$ cat config.mk
export PLATFORM = sky130hd
export DESIGN_NAME = sha1_hash_engine_flat
export DESIGN_NICKNAME = d
export VERILOG_FILES = /design/src/rtl/sha1_pkg.sv /design/src/rtl/sha1_if.sv /design/src/rtl/sha1_hash_engine.sv /design/src/rtl/sha1_round.sv /design/src/flat_wrapper.sv
export SDC_FILE = /design/constraint.sdc
export NUM_CORES = 2
export LEC_CHECK = 0
export ABC_AREA = 1
export BUFFER_PORTS_ARGS = -buffer_cell sky130_fd_sc_hd__buf_2
export CORE_MARGIN = 2
export CORE_UTILIZATION = 57
export CTS_CLUSTER_SIZE = 8
export DETAILED_ROUTE_END_ITERATION = 16
export GPL_ROUTABILITY_DRIVEN = 0
export PLACE_DENSITY_LB_ADDON = 0.2
export SYNTH_ARGS = -nofsm -noshare
export SYNTH_HDL_FRONTEND = slang
export SYNTH_HIERARCHICAL = 1
export SYNTH_SLANG_ARGS = --single-unit
$ cat constraint.sdc
create_clock -name clk -period 17.78 [get_ports clk]
set_clock_uncertainty 0.05 [all_clocks]
set_input_delay 0.889 -clock clk [delete_from_list [all_inputs] [get_ports clk]]
set_output_delay 0.889 -clock clk [all_outputs]
set_load 0.02 [all_outputs]
$ cat src/rtl/sha1_pkg.sv
// ----------------------------------------------------------------------------
// SHA-1 package
// Round constants, initial chaining words, working-variable type and helpers
// shared by the hash engine and its round unit.
// ----------------------------------------------------------------------------
package sha1_pkg;

	localparam int ROUNDS       = 80;
	localparam int ROUND_W      = $clog2(ROUNDS);
	localparam int DIGEST_WORDS = 5;
	localparam int IDX_W        = $clog2(DIGEST_WORDS);

	localparam logic [31:0] K0 = 32'h5A827999;
	localparam logic [31:0] K1 = 32'h6ED9EBA1;
	localparam logic [31:0] K2 = 32'h8F1BBCDC;
	localparam logic [31:0] K3 = 32'hCA62C1D6;

	// entry 0 is H0
	localparam logic [DIGEST_WORDS-1:0][31:0] H_INIT = {
		32'hC3D2E1F0, 32'h10325476, 32'h98BADCFE, 32'hEFCDAB89, 32'h67452301
	};

	localparam logic [7:0] PAD_MARK = 8'h80;
	localparam logic [5:0] LEN_POS  = 6'd56;
	localparam logic [5:0] LAST_POS = 6'd63;

	typedef struct packed {
		logic [31:0] a;
		logic [31:0] b;
		logic [31:0] c;
		logic [31:0] d;
		logic [31:0] e;
	} sha1_vars_t;

	function automatic logic [31:0] rotl(input logic [31:0] x, input int n);
		rotl = (x << n) | (x >> (32 - n));
	endfunction

endpackage

$ cat src/rtl/sha1_if.sv
// ----------------------------------------------------------------------------
// SHA-1 channel interfaces
// Valid/ready channels for message beats and digest beats.
// ----------------------------------------------------------------------------
interface sha1_in_if;
	logic       valid;
	logic       ready;
	logic       mode;
	logic [7:0] data_byte;

	modport source(output valid, mode, data_byte, input ready);
	modport sink(input valid, mode, data_byte, output ready);
endinterface

interface sha1_out_if;
	logic                           valid;
	logic                           ready;
	logic [31:0]                    digest_word;
	logic [sha1_pkg::IDX_W-1:0]     word_index;
	logic                           last_word;

	modport source(output valid, digest_word, word_index, last_word, input ready);
	modport sink(input valid, digest_word, word_index, last_word, output ready);
endinterface

$ cat src/rtl/sha1_hash_engine.sv
// Sequence: a data beat is taken in S_IDLE; the 64th byte of a block runs the
// rounds in S_ROUND, then the chaining add in S_ADD. A finish beat pads to the
// block end at one byte per cycle and compresses; if the length does not fit,
// a second pad block and compression follow, then 5 digest beats. No beat is
// taken outside S_IDLE; the rounds run at one round per cycle.
// Reset loads the initial chaining words and clears the bit count.
// ----------------------------------------------------------------------------
// SHA-1 hash engine
// Byte-fed SHA-1 with a 512-bit shift buffer that doubles as the rolling
// message schedule, one shared round unit and a small sequencer.
// ----------------------------------------------------------------------------
module sha1_hash_engine (
	input  logic               clk,
	input  logic               arst_n,
	sha1_in_if.sink            msg,
	sha1_out_if.source         dig
);

	localparam logic [2:0] S_IDLE  = 3'd0;
	localparam logic [2:0] S_ROUND = 3'd1;
	localparam logic [2:0] S_ADD   = 3'd2;
	localparam logic [2:0] S_PAD   = 3'd3;
	localparam logic [2:0] S_EMIT  = 3'd4;

	localparam logic [sha1_pkg::ROUND_W-1:0] RND_LAST =
		sha1_pkg::ROUND_W'(sha1_pkg::ROUNDS - 1);
	localparam logic [sha1_pkg::IDX_W-1:0] IDX_LAST =
		sha1_pkg::IDX_W'(sha1_pkg::DIGEST_WORDS - 1);

	logic [2:0]                                 state_q;
	logic [sha1_pkg::ROUND_W-1:0]               rnd_q;
	logic [5:0]                                 pos_q;
	logic [63:0]                                msg_bits_q;
	logic [sha1_pkg::DIGEST_WORDS-1:0][31:0]    chain_q;
	logic [sha1_pkg::IDX_W-1:0]                 idx_q;
	logic                                       fin_q;
	logic                                       first_q;
	logic                                       final_q;
	sha1_pkg::sha1_vars_t                       vars_q;
	logic [511:0]                               buf_q;

	sha1_pkg::sha1_vars_t  vars_nxt;
	sha1_pkg::sha1_vars_t  chain_vars;
	logic [31:0]           w_new;
	logic [7:0]            len_byte;
	logic [7:0]            pad_byte;
	logic [7:0]            push_byte;
	logic                  push;
	logic                  data_beat;
	logic                  fin_beat;

	assign msg.ready = (state_q == S_IDLE);
	assign data_beat = msg.valid && msg.ready && !msg.mode;
	assign fin_beat  = msg.valid && msg.ready && msg.mode;

	// length bytes go out most significant first at positions 56..63
	assign len_byte = msg_bits_q[{3'd7 - pos_q[2:0], 3'b000} +: 8];

	always_comb begin
		if (first_q) begin
			pad_byte = sha1_pkg::PAD_MARK;
		end else if (final_q && pos_q >= sha1_pkg::LEN_POS) begin
			pad_byte = len_byte;
		end else begin
			pad_byte = 8'h00;
		end
	end

	assign push      = data_beat || (state_q == S_PAD);
	assign push_byte = (state_q == S_PAD) ? pad_byte : msg.data_byte;

	// schedule taps: W[t], W[t+2], W[t+8], W[t+13] from the top of the buffer
	assign w_new = sha1_pkg::rotl(buf_q[511 -: 32] ^ buf_q[447 -: 32]
		^ buf_q[255 -: 32] ^ buf_q[95 -: 32], 1);

	assign chain_vars = '{a: chain_q[0], b: chain_q[1], c: chain_q[2],
		d: chain_q[3], e: chain_q[4]};

	sha1_round u_round (
		.cur (vars_q),
		.w   (buf_q[511 -: 32]),
		.rnd (rnd_q),
		.nxt (vars_nxt)
	);

	always_ff @(posedge clk) begin
		if (push) begin
			buf_q <= {buf_q[503:0], push_byte};
		end else if (state_q == S_ROUND) begin
			buf_q <= {buf_q[479:0], w_new};
		end
		if (state_q == S_ROUND) begin
			vars_q <= vars_nxt;
		end else begin
			vars_q <= chain_vars;
		end
	end

	always_ff @(posedge clk or negedge arst_n) begin
		if (!arst_n) begin
			state_q    <= S_IDLE;
			rnd_q      <= '0;
			pos_q      <= '0;
			msg_bits_q <= '0;
			chain_q    <= sha1_pkg::H_INIT;
			idx_q      <= '0;
			fin_q      <= 1'b0;
			first_q    <= 1'b0;
			final_q    <= 1'b0;
		end else begin
			case (state_q)
				S_IDLE: begin
					if (data_beat) begin
						pos_q      <= pos_q + 6'd1;
						msg_bits_q <= msg_bits_q + 64'd8;
						fin_q      <= 1'b0;
						if (pos_q == sha1_pkg::LAST_POS) begin
							rnd_q   <= '0;
							state_q <= S_ROUND;
						end
					end else if (fin_beat) begin
						fin_q   <= 1'b1;
						first_q <= 1'b1;
						final_q <= 1'b0;
						state_q <= S_PAD;
					end
				end
				S_PAD: begin
					pos_q   <= pos_q + 6'd1;
					first_q <= 1'b0;
					// length fits after the marker only below offset 56
					if (first_q) begin
						final_q <= (pos_q < sha1_pkg::LEN_POS);
					end
					if (pos_q == sha1_pkg::LAST_POS) begin
						rnd_q   <= '0;
						state_q <= S_ROUND;
					end
				end
				S_ROUND: begin
					rnd_q <= rnd_q + sha1_pkg::ROUND_W'(1);
					if (rnd_q == RND_LAST) begin
						state_q <= S_ADD;
					end
				end
				S_ADD: begin
					chain_q[0] <= chain_q[0] + vars_q.a;
					chain_q[1] <= chain_q[1] + vars_q.b;
					chain_q[2] <= chain_q[2] + vars_q.c;
					chain_q[3] <= chain_q[3] + vars_q.d;
					chain_q[4] <= chain_q[4] + vars_q.e;
					if (!fin_q) begin
						state_q <= S_IDLE;
					end else if (final_q) begin
						idx_q   <= '0;
						state_q <= S_EMIT;
					end else begin
						// marker block done, length goes in the next one
						final_q <= 1'b1;
						state_q <= S_PAD;
					end
				end
				S_EMIT: begin
					if (dig.ready) begin
						if (idx_q == IDX_LAST) begin
							chain_q    <= sha1_pkg::H_INIT;
							msg_bits_q <= '0;
							fin_q      <= 1'b0;
							final_q    <= 1'b0;
							state_q    <= S_IDLE;
						end else begin
							idx_q <= idx_q + sha1_pkg::IDX_W'(1);
						end
					end
				end
				default: begin
					state_q <= S_IDLE;
				end
			endcase
		end
	end

	assign dig.valid       = (state_q == S_EMIT);
	assign dig.digest_word = chain_q[idx_q];
	assign dig.word_index  = idx_q;
	assign dig.last_word   = (idx_q == IDX_LAST);

`ifndef SYNTHESIS
	a_no_overlap: assert property (@(posedge clk) disable iff (!arst_n)
		!(msg.ready && dig.valid))
		else $error("input ready while digest beat pending");

	a_idx_range: assert property (@(posedge clk) disable iff (!arst_n)
		(state_q == S_EMIT) |-> (idx_q <= IDX_LAST))
		else $error("digest word index out of range");

	a_round_end: assert property (@(posedge clk) disable iff (!arst_n)
		(state_q == S_ROUND && rnd_q == RND_LAST) |=> (state_q == S_ADD))
		else $error("compression did not finish after last round");

	a_emit_block_aligned: assert property (@(posedge clk) disable iff (!arst_n)
		(state_q == S_EMIT) |-> (pos_q == 6'd0 && fin_q))
		else $error("digest emitted with partial block");
`endif

endmodule

$ cat src/rtl/sha1_round.sv
// ----------------------------------------------------------------------------
// SHA-1 round unit
// One compression round: selects the boolean function and constant for the
// round number and forms the next working variables.
// ----------------------------------------------------------------------------
module sha1_round (
	input  sha1_pkg::sha1_vars_t            cur,
	input  logic [31:0]                     w,
	input  logic [sha1_pkg::ROUND_W-1:0]    rnd,
	output sha1_pkg::sha1_vars_t            nxt
);

	logic [31:0] f;
	logic [31:0] k;

	always_comb begin
		if (rnd < sha1_pkg::ROUND_W'(20)) begin
			f = (cur.b & cur.c) | (~cur.b & cur.d);
			k = sha1_pkg::K0;
		end else if (rnd < sha1_pkg::ROUND_W'(40)) begin
			f = cur.b ^ cur.c ^ cur.d;
			k = sha1_pkg::K1;
		end else if (rnd < sha1_pkg::ROUND_W'(60)) begin
			f = (cur.b & cur.c) | (cur.b & cur.d) | (cur.c & cur.d);
			k = sha1_pkg::K2;
		end else begin
			f = cur.b ^ cur.c ^ cur.d;
			k = sha1_pkg::K3;
		end
	end

	always_comb begin
		nxt.a = sha1_pkg::rotl(cur.a, 5) + f + cur.e + w + k;
		nxt.b = cur.a;
		nxt.c = sha1_pkg::rotl(cur.b, 30);
		nxt.d = cur.c;
		nxt.e = cur.d;
	end

endmodule

$ cat src/flat_wrapper.sv
// flat-port wrapper written by rule: the top's interface ports become plain ports
module sha1_hash_engine_flat 
  (clk, arst_n, msg_valid, msg_mode, msg_data_byte, msg_ready, dig_valid, dig_digest_word, dig_word_index, dig_last_word, dig_ready);
  sha1_in_if msg_i ();
  sha1_out_if dig_i ();
  input  logic clk;
  input  logic arst_n;
  input wire logic [$bits(msg_i.valid)-1:0] msg_valid;
  input wire logic [$bits(msg_i.mode)-1:0] msg_mode;
  input wire logic [$bits(msg_i.data_byte)-1:0] msg_data_byte;
  output wire logic [$bits(msg_i.ready)-1:0] msg_ready;
  output wire logic [$bits(dig_i.valid)-1:0] dig_valid;
  output wire logic [$bits(dig_i.digest_word)-1:0] dig_digest_word;
  output wire logic [$bits(dig_i.word_index)-1:0] dig_word_index;
  output wire logic [$bits(dig_i.last_word)-1:0] dig_last_word;
  input wire logic [$bits(dig_i.ready)-1:0] dig_ready;
  assign msg_i.valid = msg_valid;
  assign msg_i.mode = msg_mode;
  assign msg_i.data_byte = msg_data_byte;
  assign msg_ready = msg_i.ready;
  assign dig_valid = dig_i.valid;
  assign dig_digest_word = dig_i.digest_word;
  assign dig_word_index = dig_i.word_index;
  assign dig_last_word = dig_i.last_word;
  assign dig_i.ready = dig_ready;
  sha1_hash_engine u_core (.clk(clk), .arst_n(arst_n), .msg(msg_i), .dig(dig_i));
endmodule
==> metrics.md <==
| Metric | Value |
|---|---|
| Status | finished, final reports clean |
| CTS tree | done |
| Setup Fix Bufs, Post-CTS | 0 |
| Root Buffer | clkbuf_16 |
| Mux cell area share after synthesis | 0.00186 |
| GRT Overall Usage | 0.331 |
| Clk_lat worst skew | 750 ps |
| Die Span X | 326 um |
| Sequential-to-total area share from yosys stat | 0.418 |
| Synth unique cells | 61 |
| Leakage | 31.9 nW |
| Avg WL per Cell | 19.0 um |
| Post-Syn Area | 59200 um2 |
| Synth Flop Type | edfxtp_1 |
| Slew Limit Fails | 0 |
| Final net count | 8183 |
| #FFs+latches synth | 915 |
| Simple-Gate Fraction of Synth Area | 0.271 |
| Core Area | 103000 um2 |
| Design area | 63400 um2 |
| Setup-failing EPs final | 0 |
| Die Area | 107000 um2 |
| Drt first pass iters | 9 |
| CTS H-Tree Depth | 4 |
| Syn_area_per_cell | 7.41 um2 |
| Post-synth ARST share | 0.266 |
| Final WL | 177 mm |
| Ys Warns | 6 |
| Setup Total Neg Slack | 0 ps |
| Number of flops mapped to enable cells by yosys | 512 |
| Drc violations | 0 |
| R2r worst-path depth | 10 |
| Layout cells sized above 1 | 0.0480 |
| Setup CP Type | reg -> reg |
| Avg Vias per Cell | 5.57 |
| Port bufs | 50 |
| Routed via count | 51900 |
| Die H | 326 um |
| Slew at the pin with the worst max-slew slack | 1150 ps |
| Post_cts resized | 0 |
| VDD IR max | 0.0697 mV |
| Gr ovfl total | 0 |
| Post-Syn Nets | 8335 |
| Crit start category | flop |
| Crit. End Element | flop |
| Hold_ws | 75.5 ps |
| Clk slew on worst S/H paths | 50 ps |
| Max frequency | 0.173 GHz |
| Setup slack, reg-to-reg | 12010 ps |
| Placed cell area | 59500 um2 |
| Top Ports | 51 |
| HPWL Detailed | 129 mm |
| Worst path arrival time | 6080 ps |
| First-pass GRT wire length | 273 mm |
| Clk buf depth | 3 |
| Min Clock Period, post-route | 5770 ps |
| R2r endpoint | u_core/buf_q[199] |
| Mapped Cells | 8000 |
| Reg-to-reg startpoint | u_core/state_q[2] |
| Total CTS buffers | 133 |
| Final Hold Fails | 0 |
| Final Total Pwr | 4.65 mW |
| Syn-to-layout area delta | 7.00% |
| Initial DRC Count | 6002 |
| Worst path required time | 18080 ps |
| RSZ-0062 raised after global routing | false |
| Post-Synth XOR/XNOR Area | 0.0251 |
| Max_cap viols | 0 |
| Starting Density | 0.573 |
| Clk sinks | 915 |
| Vias in the first global route | 48700 |
| Largest net degree at the start of global routing | 187 |
| Adder-cell share of the synthesized area | 0.0838 |
| HP Class | in -> async |
| Hold_buf cts | 0 |
| Site Rows | 118 |
| Max Fanout on Critical Path | 164 |
| Period Utilization, post-route | 0.325 |
| Compound-Gate Fraction of Synth Area | 0.0910 |
| Cell area power density | 73.4 nW/um2 |
| Largest family of logic cells by synthesized area | simple AND/OR/NAND/NOR gates |
| Worst slew margin | 0.229 |
| Initial antenna violation count | 0 |
| Routed Antenna Nets | 0 |
## kinds of logic (layout without fill, tap and decap cells)
kind of cell               after synthesis  after routing
and+or+nand+nor                       4041           4041
adders and majority gates              322            322
buffers and inverters                 1541           1475
xor gates and xnor gates               170            170
AOI/OAI and AO/OA                     1000           1000
muxes                                   11             11
other                                    0              1
DFF                                    915            915
## state kept, by name, summed over array words and instances (netlist names)
signal and flops:
u_core/final_q 1, u_core/rnd_q 7, u_core/pos_q 6, u_core/chain_q 160, u_core/vars_q 160, u_core/dig.word_index 3, u_core/first_q 1, u_core/msg_bits_q 61
u_core/fin_q 1, u_core/buf_q 512, u_core/state_q 3
## routing by layer
layer / part of all wire / track usage / up-vias
met5: 0 / 0 / -
met1: 0.40 / 0.433 / 24000
met4: 0.069 / 0.200 / 0
met2: 0.44 / 0.509 / 2436
met3: 0.096 / 0.0657 / 611
li1: - / - / 24800
## Yosys cell counts, drive strengths merged, types with 125 or more instances
cell type / count / area (um2)
fa: 125 / 2500
ha: 197 / 2460
buf: 276 / 1710
inv: 1172 / 4410
dfxtp: 160 / 3200
nor2: 421 / 1620
nand2: 3162 / 11900
o21ai: 566 / 2840
a21oi: 296 / 1490
edfxtp: 512 / 15400
nand3: 284 / 1430
dfrtp: 163 / 4080
## metrics by stage
| stage | util | instances | setup WS, ps |
|---|---|---|---|
| after detailed placement | 0.576 | 9093 | 11560 |
| after global placement | 0.576 | 9093 | 11630 |
| after floorplan | - | 8000 | 4210 |
| after global routing | 0.613 | 9314 | 11470 |
| after CTS | 0.613 | 9314 | 11900 |
| final | 0.613 | 9315 | 12010 |
## final cells by class
| type | instances | area (um2) |
|---|---|---|
| fillers | 9294 | 40000 |
| multi-input cells | 5544 | 28000 |
| flip-flops and latches | 915 | 24800 |
| inverters | 1172 | 4420 |
| clock buffers | 208 | 3690 |
| well taps | 1380 | 1730 |
| repair buffers | 82 | 526 |
| clock inverters | 13 | 218 |
| diodes | 1 | 2.50 |
## cells in the final DEF (no fill, tap or decap), drive strengths merged, types with 2 or more instances in the layout
cell type / Yosys / final
a211oi: 4 / 4
a21o: 7 / 7
a21oi: 296 / 296
a221oi: 16 / 16
a22oi: 3 / 3
a31oi: 7 / 7
and2: 11 / 11
and3: 7 / 7
buf: 276 / 82
clkbuf: 93 / 208
clkinv: 0 / 6
dfrtp: 163 / 163
dfstp: 80 / 80
dfxtp: 160 / 160
edfxtp: 512 / 512
fa: 125 / 125
ha: 197 / 197
inv: 1172 / 1179
mux2i: 11 / 11
nand2: 3162 / 3162
nand2b: 2 / 2
nand3: 284 / 284
nand3b: 8 / 8
nand4: 75 / 75
nor2: 421 / 421
nor3: 61 / 61
nor4: 3 / 3
o211ai: 9 / 9
o21a: 6 / 6
o21ai: 566 / 566
o21bai: 27 / 27
o221ai: 3 / 3
o22ai: 47 / 47
o31ai: 3 / 3
or2: 7 / 7
xnor2: 114 / 114
xor2: 56 / 56
## critical path, cell delays in order (launching register included)
cell,delay (ps)
dfrtp_1,480
inv_2,120
nand2_1,120
inv_2,100
nand2_2,200
nand2_8,600
inv_8,350
nand2_4,790
buf_12,630
buf_4,840
buf_4,880
## worst max path at each step
stage	from	to	slack (ps)	cells past startpoint
after floorplan	msg_valid	u_core/buf_q[0]	4210	8
after global placement	msg_valid	u_core/buf_q[216]	11630	10
after detailed placement	msg_valid	u_core/buf_q[216]	11560	10
after CTS	u_core/state_q[2]	u_core/buf_q[248]	11900	10
after global routing	u_core/state_q[2]	u_core/buf_q[159]	11470	10
final	u_core/state_q[2]	u_core/buf_q[199]	12010	10
## report_power, final
part / total [mW] / internal, mW / switching (mW)
clock: 2.40 / 1.43 / 0.978
combinational: 0.0216 / 0.00365 / 0.0179
sequential: 2.23 / 2.23 / 0.00218
No activity file was read; power rests on OpenSTA's default activity.
